<file path="src/design/lgsw_pkg.sv">
// Package for the LED grid serial writer: sequencer state, result and request
// types, phase and request codes, register indexes, opcodes and widths.
// No dependencies.
package lgsw_pkg;

   localparam int MAX_GRIDS_DEF = 16;

   // Field widths
   localparam int CMD_W    = 2;
   localparam int POS_W    = 4;
   localparam int SEG_W    = 8;
   localparam int INT_W    = 8;
   localparam int GRID_W   = 5;
   localparam int PHASE_W  = 4;
   localparam int BYTEC_W  = 6;
   localparam int CSR_W    = 5;

   // Sequencer phases
   localparam logic [PHASE_W-1:0] PH_IDLE   = 4'd0;
   localparam logic [PHASE_W-1:0] PH_BITS   = 4'd1;
   localparam logic [PHASE_W-1:0] PH_GAP    = 4'd2;
   localparam logic [PHASE_W-1:0] PH_STOP   = 4'd3;
   localparam logic [PHASE_W-1:0] PH_START2 = 4'd4;

   // Request kinds
   localparam logic [CMD_W-1:0] CMD_IDLE    = 2'd0;
   localparam logic [CMD_W-1:0] CMD_WRITE   = 2'd1;
   localparam logic [CMD_W-1:0] CMD_CONTROL = 2'd2;
   localparam logic [CMD_W-1:0] CMD_CLEAR   = 2'd3;

   // Register indexes
   localparam logic CSR_GRID_COUNT = 1'b0;
   localparam logic CSR_WIDE_GRIDS = 1'b1;

   // Driver opcodes
   localparam logic [7:0] OP_DATA_AUTO  = 8'h40;
   localparam logic [7:0] OP_DATA_FIXED = 8'h44;
   localparam logic [7:0] OP_ADDRESS    = 8'hC0;
   localparam logic [7:0] OP_DISPLAY    = 8'h80;
   localparam logic [7:0] DOT_BIT       = 8'b1000_0000;
   localparam logic [7:0] FILL_BYTE     = 8'h00;
   localparam logic [7:0] MAX_LEVEL     = 8'd7;

   typedef struct packed {
      logic [PHASE_W-1:0] phase;
      logic [BYTEC_W-1:0] byte_cnt;
      logic [2:0]         bit_cnt;
      logic [1:0]         tick;
      logic [7:0]         shift;
      logic [SEG_W-1:0]   held_seg;
      logic [POS_W-1:0]   held_addr;
      logic               strobe;
      logic               clk;
      logic               data;
      logic [CMD_W-1:0]   kind;
      logic               frame_no;
      logic [BYTEC_W-1:0] frame2_len;
   } seq_state_type;

   typedef struct packed {
      logic strobe_pin;
      logic clock_pin;
      logic data_pin;
      logic busy_res;
      logic rejected;
   } result_type;

   typedef struct packed {
      logic [CMD_W-1:0] command;
      logic [POS_W-1:0] position;
      logic [SEG_W-1:0] segments;
      logic             dot;
      logic             display_on;
      logic [INT_W-1:0] intensity;
   } request_type;

endpackage

</file>
<file path="src/design/led_grid_serial_writer_unit.sv">
// LED grid serial writer: top level with the sequencer state, the
// configuration registers and a two-deep result buffer.
// Depends on lgsw_pkg and lgsw_step.
//
// Usage
//  - Each request on the req_ channel is one tick of the strobe/clock/data
//    waveform; command 0 is a plain tick. Send one request per tick.
//  - Every accepted request gives exactly one response on rsp_: the pin
//    levels after that tick, busy and rejected flags.
//  - The response is registered: in the response register, or in the skid register under a stall.
//  - Throughput: one request per clock while req_stall is low. The tick is
//    worked out in one pass of the step logic between the state registers
//    and the response register.
//  - A response stall is absorbed by a skid register; req_stall rises only
//    once both response slots are full, so nothing is lost or repeated.
//  - Reset (synchronous, active high): sequencer idle, strobe and clock
//    high, data low, grid_count 16, wide_grids 0, response buffer empty.
//  - csr_ writes land at once; a clear latches its length when accepted.
module led_grid_serial_writer_unit #(
   parameter int MAX_GRIDS = lgsw_pkg::MAX_GRIDS_DEF
) (
   input  logic                          clock,
   input  logic                          reset,
   // request channel
   input  logic                          req_valid,
   output logic                          req_stall,
   input  logic [lgsw_pkg::CMD_W-1:0]    req_command,
   input  logic [lgsw_pkg::POS_W-1:0]    req_position,
   input  logic [lgsw_pkg::SEG_W-1:0]    req_segments,
   input  logic                          req_dot,
   input  logic                          req_display_on,
   input  logic [lgsw_pkg::INT_W-1:0]    req_intensity,
   // response channel
   output logic                          rsp_valid,
   input  logic                          rsp_stall,
   output logic                          rsp_strobe_pin,
   output logic                          rsp_clock_pin,
   output logic                          rsp_data_pin,
   output logic                          rsp_busy_res,
   output logic                          rsp_rejected,
   // configuration
   input  logic                          csr_wr_en,
   input  logic                          csr_index,
   input  logic [lgsw_pkg::CSR_W-1:0]    csr_wdata
);

   lgsw_pkg::seq_state_type state_ff, state_in;
   lgsw_pkg::request_type   req;
   lgsw_pkg::result_type    res_new;
   lgsw_pkg::result_type    out_ff, skid_ff;
   logic                    out_valid_ff, skid_valid_ff;
   logic [lgsw_pkg::GRID_W-1:0] grid_count_ff;
   logic                    wide_grids_ff;
   logic                    req_fire;
   logic                    out_free;

   assign req = '{command: req_command, position: req_position, segments: req_segments,
                  dot: req_dot, display_on: req_display_on, intensity: req_intensity};

   lgsw_step #(.MAX_GRIDS(MAX_GRIDS)) u_step (
      .cur        (state_ff),
      .req        (req),
      .grid_count (grid_count_ff),
      .wide_grids (wide_grids_ff),
      .nxt        (state_in),
      .res        (res_new)
   );

   // stall only when the skid slot is occupied
   assign req_stall = skid_valid_ff;
   assign req_fire  = req_valid && !req_stall;
   assign out_free  = !out_valid_ff || !rsp_stall;

   // sequencer state advances once per accepted request
   always_ff @(posedge clock) begin
      if (reset) begin
         state_ff <= '{phase: lgsw_pkg::PH_IDLE, byte_cnt: '0, bit_cnt: '0, tick: '0,
                       shift: '0, held_seg: '0, held_addr: '0, strobe: 1'b1, clk: 1'b1,
                       data: 1'b0, kind: lgsw_pkg::CMD_IDLE, frame_no: 1'b0,
                       frame2_len: '0};
      end else if (req_fire) begin
         state_ff <= state_in;
      end
   end

   // configuration registers
   always_ff @(posedge clock) begin
      if (reset) begin
         grid_count_ff <= lgsw_pkg::GRID_W'(16);
         wide_grids_ff <= 1'b0;
      end else if (csr_wr_en) begin
         unique case (csr_index)
            lgsw_pkg::CSR_GRID_COUNT: grid_count_ff <= csr_wdata[lgsw_pkg::GRID_W-1:0];
            default:                  wide_grids_ff <= csr_wdata[0];
         endcase
      end
   end

   // response register plus skid: order kept, skid drains first
   always_ff @(posedge clock) begin
      if (reset) begin
         out_valid_ff  <= 1'b0;
         skid_valid_ff <= 1'b0;
      end else if (out_free) begin
         if (skid_valid_ff) begin
            out_valid_ff  <= 1'b1;
            skid_valid_ff <= 1'b0;
         end else begin
            out_valid_ff  <= req_fire;
         end
      end else if (req_fire) begin
         skid_valid_ff <= 1'b1;
      end
   end

   always_ff @(posedge clock) begin
      if (out_free) begin
         if (skid_valid_ff) begin
            out_ff <= skid_ff;
         end else if (req_fire) begin
            out_ff <= res_new;
         end
      end else if (req_fire) begin
         skid_ff <= res_new;
      end
   end

   assign rsp_valid      = out_valid_ff;
   assign rsp_strobe_pin = out_ff.strobe_pin;
   assign rsp_clock_pin  = out_ff.clock_pin;
   assign rsp_data_pin   = out_ff.data_pin;
   assign rsp_busy_res   = out_ff.busy_res;
   assign rsp_rejected   = out_ff.rejected;

endmodule

</file>
<file path="src/design/lgsw_step.sv">
// One tick of the serial sequencer: next state and pin result.
// Depends on lgsw_pkg.
module lgsw_step #(
   parameter int MAX_GRIDS = lgsw_pkg::MAX_GRIDS_DEF
) (
   input  lgsw_pkg::seq_state_type     cur,
   input  lgsw_pkg::request_type       req,
   input  logic [lgsw_pkg::GRID_W-1:0] grid_count,
   input  logic                        wide_grids,
   output lgsw_pkg::seq_state_type     nxt,
   output lgsw_pkg::result_type        res
);

   localparam logic [lgsw_pkg::GRID_W-1:0] MAXG = lgsw_pkg::GRID_W'(MAX_GRIDS);

   logic [lgsw_pkg::GRID_W-1:0]  grids;
   logic [lgsw_pkg::BYTEC_W-1:0] bc_inc;
   logic [lgsw_pkg::BYTEC_W-1:0] flen;
   logic [7:0]                   level;
   logic                         busy;
   logic                         rej;

   always_comb begin
      grids  = (grid_count > MAXG) ? MAXG : grid_count;
      bc_inc = cur.byte_cnt + lgsw_pkg::BYTEC_W'(1);
      flen   = cur.frame_no ? cur.frame2_len : lgsw_pkg::BYTEC_W'(1);
      level  = (req.intensity > lgsw_pkg::MAX_LEVEL) ? lgsw_pkg::MAX_LEVEL : req.intensity;
      nxt    = cur;
      busy   = 1'b0;
      rej    = 1'b0;

      if (cur.phase != lgsw_pkg::PH_IDLE) begin
         busy = 1'b1;
         rej  = (req.command != lgsw_pkg::CMD_IDLE);
         unique case (cur.phase)
            lgsw_pkg::PH_BITS: begin
               unique case (cur.tick)
                  2'd0: begin
                     nxt.clk  = 1'b0;
                     nxt.tick = 2'd1;
                  end
                  2'd1: begin
                     nxt.data  = cur.shift[0];
                     nxt.shift = {1'b0, cur.shift[7:1]};
                     nxt.tick  = 2'd2;
                  end
                  default: begin
                     nxt.clk  = 1'b1;
                     nxt.tick = 2'd0;
                     if (cur.bit_cnt == 3'd7) begin
                        nxt.phase = lgsw_pkg::PH_GAP;
                     end else begin
                        nxt.bit_cnt = cur.bit_cnt + 3'd1;
                     end
                  end
               endcase
            end
            lgsw_pkg::PH_GAP: begin
               nxt.byte_cnt = bc_inc;
               if (bc_inc < flen) begin
                  nxt.shift   = (cur.kind == lgsw_pkg::CMD_WRITE) ? cur.held_seg
                                                                  : lgsw_pkg::FILL_BYTE;
                  nxt.bit_cnt = 3'd0;
                  nxt.tick    = 2'd0;
                  nxt.phase   = lgsw_pkg::PH_BITS;
               end else begin
                  nxt.phase = lgsw_pkg::PH_STOP;
               end
            end
            lgsw_pkg::PH_STOP: begin
               nxt.strobe = 1'b1;
               if (!cur.frame_no && cur.kind != lgsw_pkg::CMD_CONTROL) begin
                  nxt.frame_no = 1'b1;
                  nxt.phase    = lgsw_pkg::PH_START2;
               end else begin
                  nxt.phase = lgsw_pkg::PH_IDLE;
               end
            end
            lgsw_pkg::PH_START2: begin
               nxt.strobe   = 1'b0;
               nxt.byte_cnt = '0;
               nxt.shift    = lgsw_pkg::OP_ADDRESS | {4'h0, cur.held_addr};
               nxt.bit_cnt  = 3'd0;
               nxt.tick     = 2'd0;
               nxt.phase    = lgsw_pkg::PH_BITS;
            end
            default: nxt.phase = lgsw_pkg::PH_IDLE;
         endcase
      end else if (req.command != lgsw_pkg::CMD_IDLE) begin
         // a write past the grids in use is dropped
         if (req.command == lgsw_pkg::CMD_WRITE &&
             lgsw_pkg::GRID_W'(req.position) >= grids) begin
            rej = 1'b1;
         end else begin
            busy         = 1'b1;
            nxt.kind     = req.command;
            nxt.frame_no = 1'b0;
            nxt.byte_cnt = '0;
            nxt.strobe   = 1'b0;
            nxt.bit_cnt  = 3'd0;
            nxt.tick     = 2'd0;
            nxt.phase    = lgsw_pkg::PH_BITS;
            unique case (req.command)
               lgsw_pkg::CMD_WRITE: begin
                  nxt.held_addr  = req.position;
                  nxt.held_seg   = req.segments | (req.dot ? lgsw_pkg::DOT_BIT : 8'h00);
                  nxt.frame2_len = lgsw_pkg::BYTEC_W'(2);
                  nxt.shift      = lgsw_pkg::OP_DATA_FIXED;
               end
               lgsw_pkg::CMD_CONTROL: begin
                  nxt.frame2_len = '0;
                  nxt.shift      = lgsw_pkg::OP_DISPLAY | {4'h0, req.display_on, level[2:0]};
               end
               default: begin
                  nxt.held_addr  = '0;
                  nxt.frame2_len = (lgsw_pkg::BYTEC_W'(grids) << wide_grids)
                                   + lgsw_pkg::BYTEC_W'(1);
                  nxt.shift      = lgsw_pkg::OP_DATA_AUTO;
               end
            endcase
         end
      end

      res.strobe_pin = nxt.strobe;
      res.clock_pin  = nxt.clk;
      res.data_pin   = nxt.data;
      res.busy_res   = busy;
      res.rejected   = rej;
   end

endmodule
</file>
<file path="config.mk">
export PLATFORM = sky130hd
export DESIGN_NAME = led_grid_serial_writer_unit
export DESIGN_NICKNAME = d
export VERILOG_FILES = /design/src/design/lgsw_pkg.sv /design/src/design/led_grid_serial_writer_unit.sv /design/src/design/lgsw_step.sv
export SDC_FILE = /design/constraint.sdc
export NUM_CORES = 1
export LEC_CHECK = 0
export BUFFER_PORTS_ARGS = -buffer_cell sky130_fd_sc_hd__buf_2
export CAP_MARGIN = 20
export CORE_MARGIN = 2
export CORE_UTILIZATION = 38
export DETAILED_ROUTE_END_ITERATION = 10
export GPL_ROUTABILITY_DRIVEN = 0
export PLACE_DENSITY = 0.62
export SYNTH_ARGS = -nofsm -noshare
export SYNTH_HDL_FRONTEND = slang
export SYNTH_SLANG_ARGS = --single-unit
</file>
<file path="constraint.sdc">
create_clock -name clock -period 2.3 [get_ports clock]
set_input_delay 0.69 -clock clock [delete_from_list [all_inputs] [get_ports clock]]
set_output_delay 0.69 -clock clock [all_outputs]
set_load 0.005 [all_outputs]
</file>
# --- Word-level counts from Yosys, hierarchy flattened ---
# Cells that the tools add are included.
op_classes:
  reduce_logical: 28
  n_shift: 1
  mux: 44
  eq_ne: 20
  add_sub_neg: 3
  multipliers: 0
  div: 0
  bitwise_logic: 6
  magnitude_cmp: 4
op_table:
  columns: ["operator", "count"]
  rows:
  - ["two-way mux 36 bit", 2]
  - ["one-hot mux 13 bit (3 select lines)", 1]
  - ["two-way mux 8 bit", 4]
  - ["AND reduction 5 bit", 5]
  - ["one-hot mux 6 bit (2 select lines)", 2]
  - ["two-way mux 23 bit", 1]
  - ["!= test 3 bit, second input constant", 6]
  - ["one-hot mux 4 bit (4 select lines)", 1]
  - ["one-hot mux 8 bit (2 select lines)", 1]
  - ["two-way mux 5 bit", 3]
  - ["two-way mux 7 bit", 2]
  - ["two-way mux 13 bit", 1]
  - ["adder 6 x 1 -> 6 bit, second input constant", 2]
  - ["two-way mux 1 bit", 12]
  - ["two-way mux 3 bit", 4]
  - ["equality test 4 x 2 -> 1 bit, second input constant", 2]
  - ["greater-than comparator 8 x 3 -> 1 bit, second input constant", 1]
  - ["two-way mux 4 bit", 2]
  - ["OR 8 bit", 1]
  - ["one-hot mux 4 bit (2 select lines)", 1]
  - ["AND reduction 2 bit", 4]
  - ["AND reduction 4 bit", 2]
  - ["AND reduction 7 bit", 1]
  - ["equality test 2 x 1 -> 1 bit, second input constant", 3]
  - ["25 further kinds", 42]
totals:
  mem_bits_ro: 0
  register_bits: 65
  latch_bits: 0
  output_inout_bits: 7
  memories: 0
  wordCells: 133
  ramBits: 0
  input_bits: 35

# --- Longest topological paths before layout ---
logic_depth:
  ltp_word: 9
  ltp_mapped: 11
  depth_no_buf: 10

# --- By module ---
# Synthesis repeated with hierarchy kept, for this count alone.
hier_totals:
  cells_unflattened: 507
  area_unflattened_um2: 4548.1
by_module_without_submodules:
  columns: ["mod", "cells_per_inst", "area_each_um2", "instances"]
  rows:
  - ["led_grid_serial_writer_unit", 263, 2832.7, 1]
  - ["lgsw_step", 244, 1715.4, 1]

# --- Least setup slack after synthesis ---
# OpenSTA, ideal clock, no wires.
synth_timing:
  kind: "input to register"
  startpoint: "in req_position[2] in the netlist's numbering"
  endpoint: "reg state_ff[34] in the netlist's numbering"
  setup_slack_ps: -88
  stages: 7
  setup_ps: 70
  arrival_time_ps: 2317
  required_time_ps: 2230
  n_path_buf: 1
  cell_sequence: "ha_1 a21o_1 a31oi_4 o221ai_2 buf_6 or4_1 a21oi_1"
synth_between:
  elab_chain_len: 4
synth_lines:
  columns: ["item", "line", "text"]
  rows:
  - ["start, declared", "led_grid_serial_writer_unit.sv:28", "input logic [lgsw_pkg::POS_W-1:0] req_position,"]
  - ["greater-or-equal comparator 4 x 5 -> 1 bit", "lgsw_step.sv:92", "lgsw_pkg::GRID_W'(req.position) >= grids) begin"]
  - ["logical AND 1 bit", "lgsw_step.sv:91", "if (req.command == lgsw_pkg::CMD_WRITE &&"]
  - ["!= test 2 x 1 -> 1 bit (no source line)", null, null]
  - ["AND reduction 7 bit (no source line)", null, null]
  - ["end signal, assigned", "led_grid_serial_writer_unit.sv:77", "state_ff <= '{phase: lgsw_pkg::PH_IDLE, byte_cnt: '0, bit_cnt: '0, tick: '0,"]
  - ["end signal, assigned", "led_grid_serial_writer_unit.sv:82", "state_ff <= state_in;"]
  - ["end, declared", "led_grid_serial_writer_unit.sv:47", "lgsw_pkg::seq_state_type state_ff, state_in;"]
# Every way passes these cells.
# A chain may end at the register's enable or synchronous reset.

# --- Worst setup path after layout ---
layout_timing:
  startpoint: "reg state_ff[38] in the netlist's numbering"
  endpoint: "reg state_ff[34] in the netlist's numbering"
layout_between:
  elab_chain_len: 4
layout_lines:
  columns: ["item", "line", "text"]
  rows:
  - ["adder 6 x 1 -> 6 bit", "lgsw_step.sv:25", "bc_inc = cur.byte_cnt + lgsw_pkg::BYTEC_W'(1);"]
  - ["less-than comparator 6 bit", "lgsw_step.sv:60", "if (bc_inc < flen) begin"]
  - ["!= test 3 bit (no source line)", null, null]
  - ["AND reduction 7 bit (no source line)", null, null]
# Every way passes these cells.

==> flow_results.org <==
** Outcome
- Outcome :: complete, but fails checks
- Violated checks :: setup timing

** Global routing
- The initial antenna violation count is 0.
- The number of global-route vias before repair was 3220.
- The first global-routing pass estimated 15100 um of wire.
- Across every metal layer, demand over resource in global routing totals 0.188.
- Entering global routing, the biggest net connects 37 pins.
- Summed over all layers, the global routing overflow is 0.

** Timing
- Setup violations remaining at the end of the flow were counted as 14.
- Final setup TNS :: -0.893 ns
- Fin Clk Skew :: 0.00773 ns
- Once routing completed, OpenROAD measured the worst setup slack at -0.161 ns.
- Part of the cycle the worst path needs :: 1.07
- Max Freq :: 406 MHz
- Final critical delay including setup and external delays :: 2.46 ns
- Final Slew Violations :: 0
- Unrepaired setup endpoints after global routing :: yes
- Transition time of the tightest slew-check pin :: 0.563 ns
- Max-Slew Margin vs Limit :: 0.624
- The number of hold-slack violations in the final timing report is 0.

** Pwr
- The design draws 3.01 mW.
- Worst IR drop on VDD :: 350 uV
- Power spread over the standard cell area amounts to 654 nW/um2.
- LEAKAGE :: 1.81 nW

** Critical path
- Worst Setup Start Kind :: flip-flop
- Of all nets on the critical path, the largest fanout is 6.
- On the worst path, the slowest cell contributes a delay of 0.44 ns.
- Critical Path Most Common Cell :: a211oi_2
- Capturing point of the worst reg2reg path :: state_ff[34]
- Critical path data required time :: 2.59 ns
- Worst R2R Setup Slack :: -0.16 ns
- The critical path is of the reg2reg type.
- At the worst endpoint, the arrival time is 2.75 ns.
- Traced cell by cell, the critical path runs through nand3_4 > buf_6 > xnor2_2 > ha_1 > a211oi_2 > nor2_2 > a211oi_2 > buf_4 > o21ai_4 > or4_4 > a21oi_2.
- Path depth of the worst reg2reg path :: 11
- STA classifies the critical path endpoint as a flip-flop.
- In this run the critical register-to-register path is launched from state_ff[38].
- CP max stage cell :: or4_4

** Layout
- Compared with the post-synthesis result, the final layout area differs by 29.6%.
- Share of cells above drive strength 1 :: 0.348
- The library cell used most frequently in the layout, excluding fill and tap cells, is buf_4.
- In the layout the commonest cells are buf_4, dfxtp_1, nand2_1, a21oi_1, buf_2.
- The count of cells in the finished layout, fillers not included, comes to 614.
- Count of antenna diodes in the layout :: 0
- For this run, the post-layout net count is 549.
- Once layout is done, the placed cells without fillers occupy 4600 um2.

** Synthesis
- Cell count after synthesis :: 415
- Adder-cell area share of the yosys netlist :: 0.0564
- Synth Cell Area :: 3550 um2
- Top-area cell type share of the netlist area :: 0.305
- Counting flops with a built-in enable in the synthesized netlist gives 10.
- Synth Flop Type :: dfxtp_1
- Of the post-synthesis cell area, the part taken by muxes is 0.0360.
- The post-synthesis compound-gate area fraction is 0.210.
- In this run, synthesis produced a sequential element count of 64.
- For this run, the number of Yosys warnings is 0.
- Sequential cell area fraction in the yosys report :: 0.389
- Of the total synthesized cell area, the portion taken by XOR and XNOR cells is 0.0123.
- Of the total synthesized cell area, the portion taken by AND, OR, NAND and NOR gates is 0.243.
- Post-synthesis average cell area :: 8.55 um2
- Leading cell types by total area after synthesis :: dfxtp_1, edfxtp_1, a21oi_1, ha_1, nand2_1
- After synthesis, the largest family of logic cells by area is simple AND/OR/NAND/NOR gates.
- Largest area contributor in the netlist :: dfxtp_1
- Nets in the synthesized netlist :: 466
- The netlist uses 66 different library cells.
- Fraction of registers with async set or reset after synthesis :: 0

** Detailed routing
- The count of nets left with antenna violations once routing finished came out at 0.
- After detailed routing, the number of vias per cell comes to 5.30.
- Wires add up to 9030 um.
- For this block, the via count after detailed routing is 3257.
- First-iteration detailed-routing DRC count :: 219
- In the routed design, unresolved DRC markers number 0.
- Drt first pass iters :: 4
- Wirelength per Cell :: 14.7 um

** Die
- For this configuration, the core starts out at a cell density of 0.388.
- I/O Pins :: 42
- The die is 101 um tall.
- Die width :: 101 um
- The initialized floorplan defines 35 standard-cell rows.
- The die covers 10100 um2.
- After floorplanning, the core was sized to cover 9150 um2.

** Worst hold path
- The startpoint identified for the worst hold timing path is state_ff[4].
- Worst hold endpoint :: state_ff[4]
- The worst hold path was traced through 2 stages.
- Hold Crit Class :: reg2reg

** Clock tree
- The tree is rooted in a clkbuf_8.
- TritonCTS built the clock tree.
- In this run, CTS created clock tree buffers numbering 9.
- CTS saw 64 sinks.
- Clock slew at the register clock pins of the worst setup and hold paths :: 0.08 ns
- Worst skew pair latency :: 0.36 ns
- The H-tree was split into 3 levels.
- CTS max path bufs :: 2

** Place
- At the placement stage, the worst setup path has a slack of -0.201 ns.
- The count of buffers added on input and output ports is 41.
- Total cell area at the placement stage :: 4100 um2
- Including well taps, the total number of placed cells is 585.
- The wire-length estimate of the detail-placed layout is 6510 um.

** Job
- Count of maximum capacitance violations :: 0
layout make-up:
cell class                 instances  area (um2)
timing repair buffer              99         661
multi-input combinational        318        2160
inverter                           6        22.5
clock buffer                       9         124
sequential                        64        1390
tap                              111         139
clock inverter                     7         103
fill                             896        4550
critical path, delay by kind of cell, from the launching register on:
kind | cells | cell delay, ns
compound gates | 4 | 0.68
flops | 1 | 0.38
xor+xnor | 1 | 0.12
simple gates | 3 | 0.59
buf+inv | 2 | 0.29
fa+ha+maj | 1 | 0.33
worst max path at each step:
| stage | endpoint | cells past startpoint | start | slack, ns |
|---|---|---|---|---|
| final | state_ff[34] | 11 | state_ff[38] | -0.16 |
| after detailed placement | state_ff[28] | 9 | state_ff[38] | -0.20 |
| after global placement | state_ff[40] | 10 | req_position[0] | -0.15 |
| after CTS | state_ff[29] | 10 | state_ff[38] | -0.11 |
| after floorplan | state_ff[34] | 9 | req_command[1] | 0.01 |
| after global routing | state_ff[34] | 11 | state_ff[38] | -0.23 |
Yosys cell counts (5+ instances only):
cell type / instances
a21oi_1: 53
a311oi_1: 5
buf_2: 6
clkbuf_1: 12
dfxtp_1: 54
edfxtp_1: 10
ha_1: 16
inv_1: 6
mux2_2: 6
mux2i_1: 6
nand2_1: 48
nand2b_1: 8
nand3_1: 25
nor2_1: 30
nor2b_1: 11
nor3_1: 18
o21ai_0: 20
or3_1: 5
logic make-up (layout without fill, tap and decap cells):
logic type | Yosys count | after routing
compound gates | 116 | 116
buf+inv | 33 | 121
flops | 64 | 64
fa+ha+maj | 16 | 16
xor+xnor | 5 | 5
mux | 12 | 12
simple gates | 169 | 169
routing by layer:
layer	global-route usage	up-vias	share of wire
li1	-	1664	-
met1	0.243	1531	0.47
met2	0.311	53	0.49
met3	0.0472	9	0.035
met4	0.0495	0	0.0094
met5	0	-	0
registers in the layout, indices dropped and copies added (netlist names):
signal,cells
state_ff,46
grid_count_ff,5
skid_ff,5
req_stall,1
rsp_busy_res,1
rsp_clock_pin,1
rsp_data_pin,1
rsp_rejected,1
rsp_strobe_pin,1
rsp_valid,1
wide_grids_ff,1
per-stage QoR:
stage | hold slack (ns) | util
4_1_cts | 0.459 | 0.485
5_1_grt | 0.475 | 0.503
3_5_place_dp | 0.449 | 0.448
2_1_floorplan | 0.432 | -
6_report | 0.458 | 0.503
3_3_place_gp | 0.443 | 0.448
timing repair:
item / CTS / global route
gates resized for setup: 12 / 33
hold buffers: 0 / 0
endpoints found under the setup margin: 12 / 24
buffers inserted: 7 / 5
pin swaps: 15 / 19
gates cloned: 1 / 0
where the power goes:
part           switching [mW]  total [mW]  internal [mW]
Combinational           0.334       0.623          0.289
Sequential             0.0544        1.26           1.20
Clock                   0.506        1.13          0.621
Total                   0.894        3.01           2.11
No activity file was read; power rests on OpenSTA's default activity.
